[src/aes_pkg.sv]
// ----------------------------------------------------------------------------
// aes_pkg: shared types, constants and the parse step function
// Beat types for both channels, parser state codes, action codes and the
// byte classifier that the escape sequence scanner applies to every byte.
// ----------------------------------------------------------------------------
package aes_pkg;

  // Capacity of the store for a partial sequence, in bytes.
  localparam int MAX_HELD   = 32;
  // Held count and ring pointers; the ring holds MAX_HELD plus the new byte.
  localparam int CNT_W      = $clog2(MAX_HELD + 1);
  localparam int PTR_W      = $clog2(MAX_HELD + 1);
  localparam int RING_DEPTH = 1 << PTR_W;

  // Byte codes.
  localparam logic [7:0] ESC_CODE  = 8'h1B;
  localparam logic [7:0] BEL_CODE  = 8'h07;
  localparam logic [7:0] CSI_CODE  = 8'h5B;  // '['
  localparam logic [7:0] OSC_CODE  = 8'h5D;  // ']'
  localparam logic [7:0] ST_CODE   = 8'h5C;  // '\'
  localparam logic [7:0] PAR_LO    = 8'h30;
  localparam logic [7:0] PAR_HI    = 8'h3F;
  localparam logic [7:0] INT_LO    = 8'h20;
  localparam logic [7:0] INT_HI    = 8'h2F;
  localparam logic [7:0] FIN_LO    = 8'h40;
  localparam logic [7:0] FIN_HI    = 8'h7E;
  localparam logic [7:0] ESC2_HI   = 8'h5F;

  // Request codes.
  localparam logic REQ_DATA    = 1'b0;
  localparam logic REQ_DISCARD = 1'b1;

  // Parser states for the held partial sequence.
  localparam int PST_W = 3;
  localparam logic [PST_W-1:0] PST_EMPTY   = 3'd0;
  localparam logic [PST_W-1:0] PST_ESC     = 3'd1;
  localparam logic [PST_W-1:0] PST_CSI_PAR = 3'd2;
  localparam logic [PST_W-1:0] PST_CSI_INT = 3'd3;
  localparam logic [PST_W-1:0] PST_OSC     = 3'd4;
  localparam logic [PST_W-1:0] PST_OSC_ESC = 3'd5;

  // What one byte does to the scan.
  localparam logic [1:0] ACT_LIT  = 2'd0;  // literal, pass it on
  localparam logic [1:0] ACT_HOLD = 2'd1;  // sequence goes on, hold the byte
  localparam logic [1:0] ACT_DONE = 2'd2;  // sequence complete, drop it
  localparam logic [1:0] ACT_BAD  = 2'd3;  // malformed or too long

  typedef struct packed {
    logic       req_type;
    logic [7:0] in_byte;
  } in_beat_t;

  typedef struct packed {
    logic [7:0] out_byte;
    logic       last_byte;
  } out_beat_t;

  typedef struct packed {
    logic [1:0]       act;
    logic [PST_W-1:0] nst;
  } trans_t;

  // Load request from the scanner into the output register.
  typedef struct packed {
    logic      load;
    out_beat_t beat;
  } out_load_t;

  // One parse step: current state, held count and the next byte.
  function automatic trans_t aes_step(input logic [PST_W-1:0] pst,
                                      input logic [CNT_W-1:0] cnt,
                                      input logic [7:0] b);
    trans_t t;
    t.act = ACT_BAD;
    t.nst = PST_EMPTY;
    case (pst)
      PST_EMPTY: begin
        if (b == ESC_CODE) begin
          t.act = ACT_HOLD;
          t.nst = PST_ESC;
        end else begin
          t.act = ACT_LIT;
        end
      end
      PST_ESC: begin
        if (b == CSI_CODE) begin
          t.act = ACT_HOLD;
          t.nst = PST_CSI_PAR;
        end else if (b == OSC_CODE) begin
          t.act = ACT_HOLD;
          t.nst = PST_OSC;
        end else if (b inside {[FIN_LO:ESC2_HI]}) begin
          t.act = ACT_DONE;
        end
      end
      PST_CSI_PAR: begin
        if (b inside {[PAR_LO:PAR_HI]}) begin
          t.act = ACT_HOLD;
          t.nst = PST_CSI_PAR;
        end else if (b inside {[INT_LO:INT_HI]}) begin
          t.act = ACT_HOLD;
          t.nst = PST_CSI_INT;
        end else if (b inside {[FIN_LO:FIN_HI]}) begin
          t.act = ACT_DONE;
        end
      end
      PST_CSI_INT: begin
        if (b inside {[INT_LO:INT_HI]}) begin
          t.act = ACT_HOLD;
          t.nst = PST_CSI_INT;
        end else if (b inside {[FIN_LO:FIN_HI]}) begin
          t.act = ACT_DONE;
        end
      end
      PST_OSC: begin
        if (b == BEL_CODE) begin
          t.act = ACT_DONE;
        end else if (b == ESC_CODE) begin
          t.act = ACT_HOLD;
          t.nst = PST_OSC_ESC;
        end else begin
          t.act = ACT_HOLD;
          t.nst = PST_OSC;
        end
      end
      PST_OSC_ESC: begin
        if (b == ST_CODE) begin
          t.act = ACT_DONE;
        end
      end
      default: begin
        t.act = ACT_BAD;
      end
    endcase
    // A sequence that would grow past the store is treated as malformed.
    if (t.act == ACT_HOLD && cnt == CNT_W'(MAX_HELD)) begin
      t.act = ACT_BAD;
      t.nst = PST_EMPTY;
    end
    return t;
  endfunction

endpackage

[src/aes_ram.sv]
// ----------------------------------------------------------------------------
// aes_ram: generic single-write, single-read synchronous RAM
// One write port and one read port; read data is registered and holds its
// value while no read is issued. A read of the address being written returns
// the old contents.
// ----------------------------------------------------------------------------
module aes_ram #(
  parameter int WIDTH = 8,
  parameter int DEPTH = 64
) (
  input  logic                     clk,
  input  logic                     we,
  input  logic [$clog2(DEPTH)-1:0] waddr,
  input  logic [WIDTH-1:0]         wdata,
  input  logic                     re,
  input  logic [$clog2(DEPTH)-1:0] raddr,
  output logic [WIDTH-1:0]         rdata
);

  logic [WIDTH-1:0] mem [DEPTH];

  // Write port.
  always_ff @(posedge clk) begin
    if (we) begin
      mem[waddr] <= wdata;
    end
  end

  // Registered read port.
  always_ff @(posedge clk) begin
    if (re) begin
      rdata <= mem[raddr];
    end
  end

endmodule

[src/aes_outreg.sv]
// ----------------------------------------------------------------------------
// aes_outreg: result channel output register
// Holds one result beat until the consumer takes it and tells the scanner
// whether a new beat can be loaded in this cycle.
// ----------------------------------------------------------------------------
module aes_outreg (
  input  logic                 clk,
  input  logic                 rst_n,
  input  aes_pkg::out_load_t   ld,
  output logic                 free,
  output logic                 out_valid,
  input  logic                 out_ready,
  output aes_pkg::out_beat_t   out_data
);
  import aes_pkg::*;

  logic      out_valid_r;
  out_beat_t out_data_r;

  // The slot is free when empty or when its beat leaves in this cycle.
  assign free      = !out_valid_r || out_ready;
  assign out_valid = out_valid_r;
  assign out_data  = out_data_r;

  always_ff @(posedge clk) begin
    if (!rst_n) begin
      out_valid_r <= 1'b0;
    end else if (ld.load) begin
      out_valid_r <= 1'b1;
    end else if (out_ready) begin
      out_valid_r <= 1'b0;
    end
  end

  // Payload register.
  always_ff @(posedge clk) begin
    if (ld.load) begin
      out_data_r <= ld.beat;
    end
  end

endmodule

[src/aes_scan.sv]
// ----------------------------------------------------------------------------
// aes_scan: escape sequence scanner around the held byte ring
// Parses one byte per cycle while the output register is free, against the
// held partial sequence. Every data byte is written to a ring memory; a
// malformed or overlong sequence sends its leading ESC out and re-reads
// the bytes after it from the ring.
module aes_scan (
  input  logic                 clk,
  input  logic                 rst_n,
  input  logic                 in_valid,
  output logic                 in_ready,
  input  aes_pkg::in_beat_t    in_data,
  input  logic                 free,
  output aes_pkg::out_load_t   ld
);
  import aes_pkg::*;

  localparam logic [1:0] S_IDLE  = 2'd0;
  localparam logic [1:0] S_EXEC  = 2'd1;
  localparam logic [1:0] S_FLUSH = 2'd2;

  logic [1:0]       fsm_r, fsm_nxt;
  logic [PST_W-1:0] pst_r, pst_nxt;
  logic [CNT_W-1:0] cnt_r, cnt_nxt;
  logic [PTR_W-1:0] head_r, head_nxt;
  logic [PTR_W-1:0] cur_r, cur_nxt;
  logic [PTR_W-1:0] end_r, end_nxt;
  logic             pend_v_r, pend_v_nxt;
  logic [7:0]       pend_r, pend_nxt;
  logic             fwd_r, fwd_nxt;
  logic [7:0]       fwd_byte_r;

  logic             accept;
  logic             step_fire;
  logic [PTR_W-1:0] wp;
  logic [PTR_W-1:0] pos;
  logic             at_end;
  logic [7:0]       cur_byte;
  logic [7:0]       rd_data;
  trans_t           tr;
  logic             emit;
  logic [7:0]       emit_byte;
  logic             consumed;
  logic             scan_end;
  logic             ram_we;
  logic             ram_re;
  logic [PTR_W-1:0] ram_raddr;

  assign in_ready = (fsm_r == S_IDLE) && free;
  assign accept   = in_valid && in_ready;
  assign wp       = head_r + PTR_W'(cnt_r);

  // Byte under the scanner: the new beat, or a byte re-read from the ring.
  assign cur_byte  = (fsm_r == S_EXEC) ? (fwd_r ? fwd_byte_r : rd_data) : in_data.in_byte;
  assign pos       = (fsm_r == S_EXEC) ? cur_r : wp;
  assign at_end    = (fsm_r == S_EXEC) ? (cur_r == end_r) : 1'b1;
  assign step_fire = (accept && in_data.req_type == REQ_DATA) ||
                     ((fsm_r == S_EXEC) && free);

  assign tr        = aes_step(pst_r, cnt_r, cur_byte);
  assign emit      = (tr.act == ACT_LIT) || (tr.act == ACT_BAD);
  assign emit_byte = (tr.act == ACT_BAD) ? ESC_CODE : cur_byte;
  assign consumed  = (tr.act != ACT_BAD);
  assign scan_end  = consumed && at_end;

  // Ring memory access: write the new byte, read ahead for the rescan.
  assign ram_we    = accept && (in_data.req_type == REQ_DATA);
  assign ram_re    = step_fire && !scan_end;
  assign ram_raddr = (tr.act == ACT_BAD) ? (head_r + PTR_W'(1)) : (pos + PTR_W'(1));

  aes_ram #(
    .WIDTH (8),
    .DEPTH (RING_DEPTH)
  ) u_ring (
    .clk   (clk),
    .we    (ram_we),
    .waddr (wp),
    .wdata (in_data.in_byte),
    .re    (ram_re),
    .raddr (ram_raddr),
    .rdata (rd_data)
  );

  // Next state of the parser, the ring pointers and the pending result.
  always_comb begin
    fsm_nxt    = fsm_r;
    pst_nxt    = pst_r;
    cnt_nxt    = cnt_r;
    head_nxt   = head_r;
    cur_nxt    = cur_r;
    end_nxt    = end_r;
    pend_v_nxt = pend_v_r;
    pend_nxt   = pend_r;
    fwd_nxt    = fwd_r;
    ld.load    = 1'b0;
    ld.beat    = '{out_byte: pend_r, last_byte: 1'b0};

    if (accept && in_data.req_type == REQ_DISCARD) begin
      pst_nxt = PST_EMPTY;
      cnt_nxt = '0;
    end

    if (step_fire) begin
      // Held sequence update.
      case (tr.act)
        ACT_HOLD: begin
          if (pst_r == PST_EMPTY) begin
            head_nxt = pos;
          end
          cnt_nxt = cnt_r + CNT_W'(1);
          pst_nxt = tr.nst;
        end
        ACT_DONE, ACT_BAD: begin
          cnt_nxt = '0;
          pst_nxt = PST_EMPTY;
        end
        default: begin
        end
      endcase

      if (fsm_r == S_IDLE) begin
        end_nxt = wp;
      end
      cur_nxt = ram_raddr;

      // Result handling: one result is kept back so the last one is known.
      if (emit && !scan_end) begin
        pend_nxt   = emit_byte;
        pend_v_nxt = 1'b1;
        ld.load    = pend_v_r;
      end else if (emit && scan_end) begin
        if (pend_v_r) begin
          ld.load  = 1'b1;
          pend_nxt = emit_byte;
        end else begin
          ld.load = 1'b1;
          ld.beat = '{out_byte: emit_byte, last_byte: 1'b1};
        end
      end else if (scan_end && pend_v_r) begin
        ld.load    = 1'b1;
        ld.beat    = '{out_byte: pend_r, last_byte: 1'b1};
        pend_v_nxt = 1'b0;
      end

      if (scan_end) begin
        fsm_nxt = (emit && pend_v_r) ? S_FLUSH : S_IDLE;
      end else begin
        fsm_nxt = S_EXEC;
      end
    end

    // A read of the ring entry written in the same cycle takes the new byte.
    if (ram_re) begin
      fwd_nxt = ram_we && (wp == ram_raddr);
    end

    // Final result of the beat after a pending one went out.
    if (fsm_r == S_FLUSH && free) begin
      ld.load    = 1'b1;
      ld.beat    = '{out_byte: pend_r, last_byte: 1'b1};
      pend_v_nxt = 1'b0;
      fsm_nxt    = S_IDLE;
    end
  end

  // Control state.
  always_ff @(posedge clk) begin
    if (!rst_n) begin
      fsm_r    <= S_IDLE;
      pst_r    <= PST_EMPTY;
      cnt_r    <= '0;
      head_r   <= '0;
      pend_v_r <= 1'b0;
      fwd_r    <= 1'b0;
    end else begin
      fsm_r    <= fsm_nxt;
      pst_r    <= pst_nxt;
      cnt_r    <= cnt_nxt;
      head_r   <= head_nxt;
      pend_v_r <= pend_v_nxt;
      fwd_r    <= fwd_nxt;
    end
  end

  // Pointers and data registers.
  always_ff @(posedge clk) begin
    cur_r  <= cur_nxt;
    end_r  <= end_nxt;
    pend_r <= pend_nxt;
    if (ram_re) begin
      fwd_byte_r <= in_data.in_byte;
    end
  end

endmodule

[src/ansi_escape_stripper_top.sv]
// ----------------------------------------------------------------------------
// ansi_escape_stripper_top: ANSI escape sequence filter
// Passes on terminal output bytes with CSI, OSC and two-byte escapes removed.
// ----------------------------------------------------------------------------
// Each in_ beat carries one terminal byte (or a discard request) and yields
// zero or more out_ beats; last_byte marks the final result of a beat. One
// byte per clock streams through while the consumer keeps out_ready high.
// When a held sequence turns out malformed or would exceed MAX_HELD bytes,
// its ESC goes out as a literal and the bytes after it are re-read from
// the ring memory one per cycle while out_ready stays high. Each byte after
// the ESC is read once, and the new byte once more when an ESC held at the
// end of an OSC turns out malformed as well, so a beat re-reads at most
// MAX_HELD + 1 bytes. When two results are still due at the end of a beat,
// the last one goes out from a flush state. The held store needs no
// clearing after reset.
module ansi_escape_stripper_top (
  input  logic                clk,
  input  logic                rst_n,
  input  logic                in_valid,
  output logic                in_ready,
  input  aes_pkg::in_beat_t   in_data,
  output logic                out_valid,
  input  logic                out_ready,
  output aes_pkg::out_beat_t  out_data
);
  import aes_pkg::*;

  out_load_t ld;
  logic      free;

  // Scanner with the held byte ring.
  aes_scan u_scan (
    .clk      (clk),
    .rst_n    (rst_n),
    .in_valid (in_valid),
    .in_ready (in_ready),
    .in_data  (in_data),
    .free     (free),
    .ld       (ld)
  );

  // Output register toward the consumer.
  aes_outreg u_outreg (
    .clk       (clk),
    .rst_n     (rst_n),
    .ld        (ld),
    .free      (free),
    .out_valid (out_valid),
    .out_ready (out_ready),
    .out_data  (out_data)
  );

endmodule

[config.mk]
export PLATFORM = sky130hd
export DESIGN_NAME = ansi_escape_stripper_top
export DESIGN_NICKNAME = d
export VERILOG_FILES = /design/src/aes_pkg.sv /design/src/aes_ram.sv /design/src/aes_outreg.sv /design/src/aes_scan.sv /design/src/ansi_escape_stripper_top.sv
export SDC_FILE = /design/constraint.sdc
export NUM_CORES = 1
export LEC_CHECK = 0
export BUFFER_PORTS_ARGS = -buffer_cell sky130_fd_sc_hd__buf_2
export CORE_MARGIN = 1.5
export CORE_UTILIZATION = 70
export CTS_BUF_LIST = sky130_fd_sc_hd__clkbuf_4 sky130_fd_sc_hd__clkbuf_8
export CTS_CLUSTER_SIZE = 30
export DETAILED_ROUTE_END_ITERATION = 10
export PLACE_DENSITY = 0.86
export REMOVE_ABC_BUFFERS = 1
export SLEW_MARGIN = 10
export SYNTH_ARGS = -nofsm -noshare
export SYNTH_HDL_FRONTEND = slang
export SYNTH_HIERARCHICAL = 1
export SYNTH_SLANG_ARGS = --single-unit
[constraint.sdc]
create_clock -name clk -period 8.1 [get_ports clk]
set_input_delay 0.405 -clock clk [delete_from_list [all_inputs] [get_ports clk]]
set_output_delay 0.405 -clock clk [all_outputs]
set_load 0.03 [all_outputs]
---- After elaboration in Yosys (flattened, before gate mapping) ----
Memories as Yosys holds them, arrays and structs flattened. A register that Yosys moved wholly into a read port is not among the register bits.
Cells that the tools add are included.
operators by class
  order comparisons ....................... 7
  multiplexer cells ....................... 48
  equality and inequality tests ........... 21
  bitwise gates (word level) .............. 2
  reductions and logical operators ........ 36
  add/subtract/negate cells ............... 4
operators by type and width
  kind                                                                count
  2-to-1 mux 8 bit                                                    6
  2-to-1 mux 10 bit                                                   4
  equality test 8 x 7 -> 1 bit (second input constant)                3
  2-to-1 mux 6 bit                                                    4
  adder 6 x 1 -> 6 bit (second input constant)                        3
  logical AND 1 bit                                                   18
  2-to-1 mux 9 bit                                                    2
  greater-or-equal comparator 8 x 6 -> 1 bit (second input constant)  2
  <= comparator 8 x 6 -> 1 bit (second input constant)                2
  <= comparator 8 x 7 -> 1 bit (second input constant)                2
  2-to-1 mux 1 bit                                                    15
  2-to-1 mux 5 bit                                                    3
  case mux 3 bit (5 select lines)                                     1
  equality test 6 bit                                                 2
  2-to-1 mux 2 bit                                                    6
  2-to-1 mux 3 bit                                                    4
  case mux 2 bit (6 select lines)                                     1
  case mux 6 bit (2 select lines)                                     1
  AND reduction 3 bit                                                 3
  equality test 8 x 3 -> 1 bit (second input constant)                1
  equality test 8 x 5 -> 1 bit (second input constant)                1
  greater-or-equal comparator 8 x 7 -> 1 bit (second input constant)  1
  nonzero test 2 bit                                                  4
  adder 6 bit                                                         1
  16 further kinds                                                    28
word-level totals
  input port bits ......................... 13
  memory bits (writable) .................. 512
  output and inout bits ................... 11
  register bits after elaboration ......... 57
  memories ................................ 1
  word-level logic and storage cells ...... 132
memory list
  name               words  width  read ports  clocked after Yosys merged registers in  write ports  RTL line       source
  u_scan.u_ring.mem  64     8      1           1                                        1            aes_ram.sv:20  logic [WIDTH-1:0] mem [DEPTH];

---- Longest topological paths before layout ----
Gate-level depths: netlist (run 1).
  depth in word-level cells ............... 20
  gate-level depth with buffers ........... 23
  mapped depth without buffers ............ 18

---- Cells and area by module ----
The synthesis (run 1) kept the hierarchy.
modules (own cells, without submodules)
  module      sequential area each (µm²)  times used  cells each  area each (µm²)
  aes_ram     15615.0                     1           940         20246.9
  aes_scan    1221.2                      1           306         3184.3
  aes_outreg  290.3                       1           13          319.1

---- Worst setup path before layout (run 1) ----
No wires, ideal clock.
  path type ............................... flip-flop to flip-flop
  start point ............................. reg u_scan.fsm_r[0]
  end point ............................... reg u_scan.u_ring.rdata[0] (read register of u_scan.u_ring.mem) (data pin)
  setup time .............................. 262 ps
  clock period less this slack ............ 5448 ps
  arrival time ............................ 5186 ps
  required time ........................... 7838 ps
  path slack .............................. 2652 ps
  buffers on the path ..................... 6
  stages on the path, launching flop included .. 23
  path through ............................ dfxtp_1 > nor2b_2 > buf_6 > buf_12 > mux2i_2 > nand4_1 > o2111ai_1 > nand3_1 > o21bai_1 > a22o_1 > ha_1 > clkbuf_1 > mux2i_1 > inv_1 > ha_1 > and3b_1 > xor2_1 > clkbuf_1 > clkbuf_1 > clkbuf_1 > o2111ai_1 > nand2_1 > o2bb2ai_1
between the ends
  elaborated cells on any way between the ends .. 46
  those cells by class .................... 1 x add/sub; 7 x order compare; 9 x eq/ne; 15 x mux; 14 x reduce/logical
RTL lines
  item                                                                      RTL line                                       source
  start, declared                                                           aes_scan.sv:22                                 logic [1:0] fsm_r, fsm_nxt;
  start signal, assigned                                                    aes_scan.sv:176                                fsm_r <= fsm_nxt;
  equality test 2 x 1 -> 1 bit (*)                                          aes_scan.sv:54, aes_scan.sv:55
  2-to-1 mux 8 bit                                                          aes_scan.sv:54                                 assign cur_byte = (fsm_r == S_EXEC) ? (fwd_r ? fwd_byte_r : rd_data) : in_data.in_byte;
  greater-or-equal comparator 8 x 7 -> 1 bit, or another cell as far along  aes_pkg.sv:92, aes_pkg.sv:103, aes_pkg.sv:111
  logical AND 1 bit, on equally long branches                               aes_pkg.sv:103, aes_pkg.sv:111, aes_pkg.sv:92
  2-to-1 mux 1 bit, on equally long branches                                aes_pkg.sv:103, aes_pkg.sv:111, aes_pkg.sv:92
  2-to-1 mux 2 bit, on equally long branches                                aes_pkg.sv:108, aes_pkg.sv:89
  2-to-1 mux 5 bit, on equally long branches                                aes_pkg.sv:97, aes_pkg.sv:86
  case mux 2 bit (6 select lines)                                           aes_pkg.sv:76                                  case (pst)
  equality test 2 x 1 -> 1 bit                                              aes_pkg.sv:136                                 if (t.act == ACT_HOLD && cnt == CNT_W'(MAX_HELD)) begin
  logical AND 1 bit                                                         aes_pkg.sv:136
  2-to-1 mux 5 bit                                                          aes_pkg.sv:136
  equality test 2 bit                                                       aes_scan.sv:69                                 assign ram_raddr = (tr.act == ACT_BAD) ? (head_r + PTR_W'(1)) : (pos + PTR_W'(1));
  2-to-1 mux 6 bit (*)                                                      aes_scan.sv:69
  net u_scan.ram_raddr[0]                                                   aes_scan.sv:47                                 logic [PTR_W-1:0] ram_raddr;
  end, declared                                                             aes_ram.sv:17                                  output logic [WIDTH-1:0] rdata
The timed path passes the listed nets; every way through them passes the cells marked *.
A chain may end at the register's enable or synchronous reset.

---- Worst setup path in the final report (run 1) ----
  start point ............................. reg u_scan.fsm_r[0]
  end point ............................... reg u_scan.u_ring.rdata[4] (read register of u_scan.u_ring.mem) (data pin)
The elaborated chain is that of the path after synthesis.

==> metrics.csv, run 1 <==
metric;value;unit
outcome;complete, no violations;
clock sinks;577;
ant diodes;0;
Place WS;1.24;ns
initial drt markers;1680;
Area contributors post-synth;edfxtp_1, mux4_2, nor2_1;
row cnt;67;
Worst Setup Path Type;flop to flop;
number of max-cap violations;0;
Cell variety after synth;81;
Pint;5.48;mW
max-slew violation count;0;
Startpoint Class;flop;
final hold violations;0;
top cell type's share of synthesized area;0.704;
placer congestion estimate;0.897;
clock buffer count from CTS;87;
fmax;144;MHz
TritonCTS clock tree;done;
Reg power frac;0.443;
H-Tree Depth;3;
RSZ-0062 raised after global routing;no;
Net Sw Power;2.25;mW
layout cells sized above 1;0.267;
Vias/cell;6.96;
Slew headroom;0.160;
Async S/R FF share, synth;0;
clock network power share;0.303;
Required @ worst endpoint;8.45;ns
Synth Cell Area;0.0238;mm^2
DRC Markers;0;
Max FO, Critical Path;107;
number of setup buffers added after CTS;0;
Clk pin slew, worst setup/hold paths;0.06;ns
Die ar.;0.0350;mm^2
first-pass GRT wire length;79600;um
core footprint;0.0334;mm^2
largest net degree at the start of global routing;108;
Worst Hold Margin;0.0861;ns
drt wl/cell;28.7;um
Pwr Total;7.73;mW
ANT nets after route;0;
Max rail drop VDD;0.219;mV
Critical Path AT;7.30;ns
Finished Layout Cells;1862;
static leakage;8.37;nW
Sw Share;0.291;
Final nets;1365;
final wirelength;53500;um
Detail Placement HPWL;32900;um
placed instance count;1700;
Worst Hold Class;input port to flop;
YS warnings;6;
Post-synth top flop;edfxtp_1;
Comb power frac;0.254;
Avg Cell Area, Syn;18.9;um^2
IO Count;24;
clock insertion delay at the later pin of the skew report;0.64;ns
cells after synthesis;1259;
port buffer count;23;
CP Capture Type;flop;
remaining global-route overflow;0;
Root Buffer;clkbuf_8;
Area growth syn-to-layout;9.86;%
Clock Skews;0.0361;ns
Synth area leader;edfxtp_1;
vias in the first global route;12900;
FF+latch count, synth;577;
hold_buf cts;0;
Post-synth EDFFs;557;
pwr/cell area;296;mW/mm^2
Die W;187;um
Final Worst Setup Slack;1.15;ns
DRT Pass-1 Iters;7;
post-cts resize count;0;
initial core utilization;0.710;
initial antenna violation count;2;
final cycle utilization of the critical path;0.858;
final-report setup violation count;0;
Final min period;6.95;ns
Clock Path Buffers;3;
Seq/Total Area, Yosys;0.721;
die height;187;um
slew of the pin with the lowest slew margin;1.26;ns
total number of vias;13000;
overall routing resource usage;0.314;
[final cells by class]
class                           count  area, um^2
Timing Repair Buffer               52         370
Clock inverter                     47         303
Inverter                           15        56.3
Tap cell                          448         561
Multi-Input combinational cell    608        6260
Clock buffer                      115        1420
Fill cell                        1638        7360
Sequential cell                   577       17100
[power by group through the flow]
stage | logic, mW | clock network (mW) | registers [mW]
2_1_floorplan | 1.56 | 0 | 3.53
3_3_place_gp | 1.88 | 0 | 3.49
3_5_place_dp | 1.92 | 0 | 3.49
4_1_cts | 1.94 | 2.37 | 3.43
5_1_grt | 2.05 | 2.49 | 3.43
6_report | 1.96 | 2.34 | 3.43
[final timing paths]
path,from,to,slack (ns),cells past startpoint
hold reg to reg,u_outreg/out_valid,u_outreg/out_valid,0.53,2
setup reg to reg,u_scan/fsm_r[0],u_scan/u_ring/rdata[4],1.15,15
hold / removal,out_ready,u_outreg/out_valid,0.09,3
setup / recovery,u_scan/fsm_r[0],u_scan/u_ring/rdata[4],1.15,15
[synthesized netlist by cell type, types with 3 or more instances]
cell type  instances
buf_1              4
buf_4             13
dfxtp_1           20
buf_6              6
nand3b_1           5
and3_1             3
a211oi_1           5
a21o_1             3
a31oi_1            6
nor3_1            14
o22ai_1           11
a21oi_1           15
inv_1             13
buf_12             3
o2bb2ai_1          4
nor2_1           110
nor2b_1           18
ha_1              10
nand2b_1          14
nand2_1           33
clkbuf_1          21
a221oi_1           6
buf_2             11
o21a_1             3
nor4_1            12
xor2_1            12
mux2_1             4
edfxtp_1         557
and2_1             6
o221ai_1          12
nand3_1           20
or2_2              3
mux4_2           126
o2111ai_1          6
xnor2_1            7
mux2i_1           35
a22oi_1            6
mux2_2            35
o21ai_0            9
nand4_1            5
[worst max-delay path: stages (launching register included)]
cell      delay (ns)
dfxtp_1         0.37
nor2b_2         0.73
mux2_2          0.46
nor4_1          0.37
a21oi_1         0.20
o21bai_1        0.31
a22o_1          0.19
ha_1            0.69
mux2i_4         0.43
buf_12          0.66
buf_4           0.62
mux4_2          0.58
mux2_2          0.27
o221a_2         0.28
nor3_1          0.26
o32ai_1         0.13
[cell families after synthesis]
logic type | after synthesis | synth area share
AND/OR/NAND/NOR | 258 | 0.0542
AO/OA/AOI/OAI | 116 | 0.0376
XOR/XNOR | 21 | 0.00869
buffers and inverters | 74 | 0.0184
adder cells (fa/ha/maj) | 11 | 0.00611
flip-flops | 577 | 0.721
multiplexers | 202 | 0.154
[through the flow]
step | instance area, um^2 | setup TNS [ns] | util
final | 26100 | 0 | 0.780
after global routing | 26100 | 0 | 0.780
after CTS | 26100 | 0 | 0.780
after detailed placement | 24400 | 0 | 0.729
after global placement | 24400 | 0 | 0.729
after floorplan | 23400 | -171.06 | -
[per-layer routing]
metal	vias up	global-route usage	wire, um
li1	5321	-	-
met5	-	0	25
met1	6521	0.436	19600
met3	152	0.0664	5980
met2	962	0.495	25900
met4	4	0.132	2030
[cells in the final DEF (no fill, tap or decap), types with 11 or more instances in the layout]
cell type,Yosys,final
edfxtp_1,557,557
a21oi_1,15,15
buf_2,11,23
inv_1,13,13
nand3_1,20,20
mux2i_1,35,34
clkbuf_4,1,26
clkinv_1,1,28
dfxtp_1,20,20
o22ai_1,11,11
o221ai_1,12,12
nand2_1,33,33
nor3_1,14,14
nor2b_1,18,18
mux4_2,126,126
buf_4,13,26
nor2_1,110,110
nand2b_1,14,14
clkbuf_8,0,89
mux2_2,35,35
nor4_1,12,12
[sequential cells by signal (all words and copies together), names as in the netlist]
register / flops
u_scan/u_ring/mem: 512
u_outreg/out_data: 9
u_scan/fwd_byte_r: 8
u_scan/pend_r: 8
u_scan/u_ring/rdata: 8
u_scan/cnt_r: 6
u_scan/cur_r: 6
u_scan/end_r: 6
u_scan/head_r: 6
u_scan/pst_r: 3
u_scan/fsm_r: 2
u_outreg/out_valid: 1
u_scan/fwd_r: 1
u_scan/pend_v_r: 1
No activity file was read; power rests on OpenSTA's default activity.
==> run 2, diff against run 1 <==
--- a/config.mk
+++ b/config.mk
@@ -7,11 +7,12 @@
 export LEC_CHECK = 0
 export BUFFER_PORTS_ARGS = -buffer_cell sky130_fd_sc_hd__buf_2
 export CORE_MARGIN = 1.5
-export CORE_UTILIZATION = 70
+export CORE_UTILIZATION = 65
 export CTS_BUF_LIST = sky130_fd_sc_hd__clkbuf_4 sky130_fd_sc_hd__clkbuf_8
 export CTS_CLUSTER_SIZE = 30
 export DETAILED_ROUTE_END_ITERATION = 10
-export PLACE_DENSITY = 0.86
+export GPL_TIMING_DRIVEN = 0
+export PLACE_DENSITY = 0.81
 export REMOVE_ABC_BUFFERS = 1
 export SLEW_MARGIN = 10
 export SYNTH_ARGS = -nofsm -noshare
==> constraint.sdc (replaced) <==
create_clock -name clk -period 7.33 [get_ports clk]
set_input_delay 0.3665 -clock clk [delete_from_list [all_inputs] [get_ports clk]]
set_output_delay 0.3665 -clock clk [all_outputs]
set_load 0.03 [all_outputs]
==> metrics.csv, run 2 (synthesis gave the netlist of run 1 again) <==
metric;value;unit;change
outcome;complete, but fails checks;;
failing checks;DRC;;
Slew headroom;0.173;;+0.0129
Startpoint Class;flop;;
static leakage;8.45;nW;+0.94%
ANT nets after route;0;;unchanged
port buffer count;23;;unchanged
hold path cells;3;;unchanged
vias in the first global route;12800;;-1.4%
Post-DP Area;0.0246;mm^2;+1.1%
critical path's largest stage delay;0.60;ns;-0.13 ns
final hold violations;0;;unchanged
most used cell, CP;buf_6;;
max-slew violation count;0;;unchanged
Vias/cell;6.74;;-3.1%
Worst Setup Path Type;flop to flop;;
pwr/cell area;325;mW/mm^2;+9.8%
largest net degree at the start of global routing;68;;-37%
Die ar.;0.0377;mm^2;+7.6%
initial antenna violation count;0;;-2
Die W;194;um;+3.7%
Root Buffer;clkbuf_8;;
overall routing resource usage;0.274;;-0.0399
Detail Placement HPWL;30900;um;-6.3%
Max FO, Critical Path;20;;-81%
Worst Hold Margin;0.0822;ns;-0.00387 ns
ant diodes;0;;unchanged
DRC Markers;2;;+2
placer congestion estimate;0.902;;+0.55%
RSZ-0062 raised after global routing;no;;
number of max-cap violations;0;;unchanged
Final min period;7.04;ns;+0.0893 ns
Clock Path Buffers;3;;unchanged
Filler cells;1966;;+20%
initial core utilization;0.664;;-0.0456
r2r worst-path depth;21;;+6
fmax;142;MHz;-1.3%
Clock Skews;0.0244;ns;-0.0118 ns
Pint;6.08;mW;+11%
layout cells sized above 1;0.266;;-0.000617
Critical Path AT;7.37;ns;+0.07 ns
core footprint;0.0357;mm^2;+6.9%
critical path cell sequence;nor2b_4 > mux2i_1 > nand4_1 > o2111ai_1 > nand3_1 > o21bai_1 > a22o_1 > ha_2 > mux2i_4 > buf_16 > inv_1 > ha_4 > xnor2_4 > buf_6 > buf_8 > buf_6 > buf_6 > nand2b_1 > nor4_1 > nor3_1 > o32ai_1;;
Crit-path slowest cell;o32ai_1;;
remaining global-route overflow;0;;unchanged
final-report setup violation count;0;;unchanged
final wirelength;50000;um;-6.5%
final cycle utilization of the critical path;0.960;;+0.102
initial drt markers;1350;;-20%
Worst Hold Class;input port to flop;;
DRT Pass-1 Iters;8;;+1
post-route cell area;0.0263;mm^2;+0.95%
Final nets;1362;;-0.22%
max reg flops;512;;unchanged
slew of the pin with the lowest slew margin;1.24;ns;-0.0148 ns
drt wl/cell;26.8;um;-6.8%
clock sinks;577;;unchanged
TritonCTS clock tree;done;;
Max rail drop VDD;0.224;mV;+2.3%
Clk pin slew, worst setup/hold paths;0.06;ns;about the same
Reg with most FFs;u_scan/u_ring/mem;;
die height;194;um;+3.7%
H-Tree Depth;3;;unchanged
Required @ worst endpoint;7.66;ns;-0.79 ns
clock insertion delay at the later pin of the skew report;0.63;ns;about the same
first-pass GRT wire length;76000;um;-4.5%
total number of vias;12600;;-2.9%
Sw Share;0.290;;-0.00151
most frequent cells in the layout;edfxtp_1, mux4_2, nor2_1;;
row cnt;69;;+3.0%
number of setup buffers added after CTS;0;;unchanged
Reg power frac;0.442;;about the same
IO Count;24;;unchanged
hold_buf cts;0;;unchanged
CP Capture Type;flop;;
commonest non-fill, non-tap cell in the layout;edfxtp_1;;
clock buffer count from CTS;87;;unchanged
Area growth syn-to-layout;10.9;%;
clock network power share;0.288;;-0.015
Net Sw Power;2.48;mW;+10%
Comb power frac;0.269;;+0.015
==> run 2: path summary, 6_finish.rpt <==
path | start | endpoint | slack (ns)
max | u_scan/fsm_r[0] | u_scan/u_ring/rdata[4] | 0.29
min | out_ready | u_outreg/out_valid | 0.08
max reg2reg | u_scan/fsm_r[0] | u_scan/u_ring/rdata[4] | 0.29
min reg2reg | u_outreg/out_valid | u_outreg/out_valid | 0.54
==> run 2: per-layer routing <==
| layer | up-vias | GRT usage | routed length, um |
|---|---|---|---|
| met4 | 0 | 0.104 | 1560 |
| li1 | 5309 | - | - |
| met5 | - | 0 | 0 |
| met1 | 6474 | 0.387 | 19900 |
| met2 | 698 | 0.437 | 24300 |
| met3 | 109 | 0.0480 | 4200 |
==> run 2: final cells by class <==
type / count / area (um^2) / share of cell area
clock buffers: 113 / 1390 / 0.0529
clock inverters: 44 / 239 / 0.00907
inverters: 15 / 56.3 / 0.00214
multi-input cells: 609 / 6300 / 0.239
flip-flops and latches: 577 / 17100 / 0.650
well taps: 461 / 577 / 0.0219
repair buffers: 48 / 651 / 0.0247
==> run 2: power groups by stage <==
stage / Combinational (mW) / Sequential (mW) / Clock, mW
2_1_floorplan: 1.72 / 3.90 / 0
3_3_place_gp: 2.13 / 3.85 / 0
3_5_place_dp: 2.29 / 3.86 / 0
4_1_cts: 2.30 / 3.79 / 2.52
5_1_grt: 2.42 / 3.79 / 2.67
6_report: 2.31 / 3.79 / 2.47
==> run 2: worst max-delay path, delay by kind of cell, from the launching register on <==
family | cells | cell delay [ns]
AND/OR/NAND/NOR | 6 | 1.85
multiplexers | 2 | 1.02
adder cells (fa/ha/maj) | 2 | 0.52
flip-flops | 1 | 0.45
AO/OA/AOI/OAI | 4 | 1.45
buffers and inverters | 6 | 1.04
XOR/XNOR | 1 | 0.37
==> run 2: timing repair <==
action | CTS | global route
endpoints found under the setup margin | 4 | 3
cloned | 1 | 0
resized for setup | 1 | 1
==> run 2: metrics by stage <==
| step | setup TNS, ns | total power [mW] | std cells | worst slack (ns) | util |
|---|---|---|---|---|---|
| 2_1_floorplan | -182.61 | 5.63 | 1200 | -13.63 | - |
| 3_3_place_gp | -307.38 | 5.97 | 1684 | -23.34 | 0.673 |
| 3_5_place_dp | -1.91 | 6.15 | 1708 | -0.471 | 0.689 |
| 4_1_cts | 0 | 8.61 | 1866 | 0.217 | 0.735 |
| 5_1_grt | 0 | 8.89 | 1867 | 0.0296 | 0.737 |
| 6_report | 0 | 8.56 | 1867 | 0.291 | 0.737 |
==> run 3, diff against run 2 <==
--- a/config.mk
+++ b/config.mk
@@ -6,13 +6,13 @@
 export NUM_CORES = 1
 export LEC_CHECK = 0
 export BUFFER_PORTS_ARGS = -buffer_cell sky130_fd_sc_hd__buf_2
-export CORE_MARGIN = 1.5
-export CORE_UTILIZATION = 65
+export CORE_MARGIN = 2
+export CORE_UTILIZATION = 60
 export CTS_BUF_LIST = sky130_fd_sc_hd__clkbuf_4 sky130_fd_sc_hd__clkbuf_8
 export CTS_CLUSTER_SIZE = 30
 export DETAILED_ROUTE_END_ITERATION = 10
 export GPL_TIMING_DRIVEN = 0
-export PLACE_DENSITY = 0.81
+export PLACE_DENSITY = 0.75
 export REMOVE_ABC_BUFFERS = 1
 export SLEW_MARGIN = 10
 export SYNTH_ARGS = -nofsm -noshare
==> metrics.csv, run 3 (synthesis gave the netlist of run 1 again) <==
metric;value;unit;change
row cnt;72;;+4.3%
Detail Placement HPWL;31000;um;+0.44%
outcome;complete, no violations;;
Startpoint Class;flop;;
Die W;203;um;+4.5%
Max rail drop VDD;0.214;mV;-4.5%
Slew headroom;0.194;;+0.0212
ANT nets after route;0;;unchanged
H-Tree Depth;3;;unchanged
total number of vias;12500;;-0.89%
DRT Pass-1 Iters;7;;-1
Place WS;-0.424;ns;+0.0476 ns
IO Count;24;;unchanged
max reg flops;512;;unchanged
remaining global-route overflow;0;;unchanged
static leakage;8.48;nW;+0.33%
max-slew violation count;0;;unchanged
post-route cell area;0.0265;mm^2;+0.43%
Clock Skews;0.0237;ns;-0.000636 ns
Area growth syn-to-layout;11.4;%;
final cycle utilization of the critical path;0.956;;-0.00427
CP Capture Type;flop;;
Filler cells;2415;;+23%
initial antenna violation count;1;;+1
Finished Layout Cells;1925;;+3.1%
Worst Setup Path Type;flop to flop;;
Clock Path Buffers;3;;unchanged
Required @ worst endpoint;7.70;ns;+0.04 ns
commonest non-fill, non-tap cell in the layout;edfxtp_1;;
largest net degree at the start of global routing;68;;unchanged
die height;203;um;+4.5%
drt wl/cell;26.2;um;-2.3%
clock buffer count from CTS;89;;+2.3%
Final nets;1365;;+0.22%
initial core utilization;0.612;;-0.0528
Vias/cell;6.48;;-3.9%
vias in the first global route;12600;;-1.5%
final wirelength;50400;um;+0.75%
Final min period;7.01;ns;-0.0313 ns
Die ar.;0.0412;mm^2;+9.3%
Critical Path AT;7.38;ns;about the same
number of max-cap violations;0;;unchanged
Clk pin slew, worst setup/hold paths;0.06;ns;about the same
placed instance count;1764;;+3.3%
TritonCTS clock tree;done;;
Reg with most FFs;u_scan/u_ring/mem;;
clock insertion delay at the later pin of the skew report;0.64;ns;about the same
Max FO, Critical Path;26;;+30%
pwr/cell area;326;mW/mm^2;+0.24%
slew of the pin with the lowest slew margin;1.21;ns;-0.0317 ns
Worst Hold Class;input port to flop;;
DRC Markers;0;;-2
initial drt markers;1357;;+0.52%
placer congestion estimate;0.901;;-0.16%
hold_buf cts;0;;unchanged
port buffer count;23;;unchanged
Root Buffer;clkbuf_8;;
final-report setup violation count;0;;unchanged
final hold violations;0;;unchanged
layout cells sized above 1;0.269;;+0.00336
Final Worst Setup Slack;0.323;ns;+0.0313 ns
core footprint;0.0388;mm^2;+8.6%
RSZ-0062 raised after global routing;no;;
fmax;143;MHz;+0.45%
Worst Hold Margin;0.0416;ns;-0.0406 ns
first-pass GRT wire length;76000;um;about the same
most frequent cells in the layout;edfxtp_1, mux4_2, nor2_1;;
clock sinks;577;;unchanged
overall routing resource usage;0.251;;-0.0227
ant diodes;0;;unchanged
Post-DP Area;0.0247;mm^2;+0.23%
==> run 3: repair_timing <==
item / 4_1_cts / 5_1_grt
gates resized for setup: 0 / 0
setup endpoints to repair: 4 / 2
buffers inserted: 1 / 1
pin swaps: 1 / 0
cloned: 1 / 0
==> run 3: worst paths after layout <==
kind | start | to | slack (ns) | cells after the start
max | u_scan/fsm_r[0] | u_scan/u_ring/rdata[6] | 0.32 | 19
min | out_ready | u_outreg/out_valid | 0.04 | 3
max reg2reg | u_scan/fsm_r[0] | u_scan/u_ring/rdata[6] | 0.32 | 19
min reg2reg | u_outreg/out_valid | u_outreg/out_valid | 0.53 | 2
==> run 3: report_power, final <==
part           internal (mW)  leakage [nW]  switching (mW)
logic                   1.05          2.42            1.29
clock network           1.32         0.877            1.17
registers               3.75          5.18          0.0386
==> run 3: final cells by class <==
class	instances	area, um^2	area share
Tap cell	518	648	0.0245
Timing Repair Buffer	49	666	0.0252
Multi-Input combinational cell	609	6290	0.238
Clock buffer	125	1510	0.0570
Inverter	15	56.3	0.00213
Sequential cell	577	17100	0.647
Clock inverter	32	155	0.00586
==> run 3: critical path: stages (launching register included) <==
cell and delay [ns]:
dfxtp_1 0.43, nor2b_4 0.52, mux2i_1 0.53, nand4_1 0.23
o2111ai_1 0.34, nand3_1 0.28, o21bai_1 0.30, a22o_1 0.21
ha_1 0.49, mux2i_4 0.35, buf_16 0.21, nor3b_4 0.35
xor2_4 0.20, buf_12 0.21, buf_12 0.21, nand2b_1 0.44
a211oi_1 0.13, nor4_1 0.55, nor3_1 0.17, o32ai_1 0.54
==> run 3: metal layers <==
metal / part of all wire / global-route usage
met1: 0.41 / 0.355
met2: 0.48 / 0.396
met3: 0.082 / 0.0474
met4: 0.030 / 0.0970
met5: 0.00032 / 0
==> run 3: per-stage QoR <==
step                      power (mW)  utilization  TNS, ns
final                           8.62        0.681        0
after global routing            8.94        0.681        0
after CTS                       8.67        0.680        0
after detailed placement        6.15        0.636    -1.74
after global placement          5.99        0.622  -312.53
after floorplan                 5.63            -  -182.61
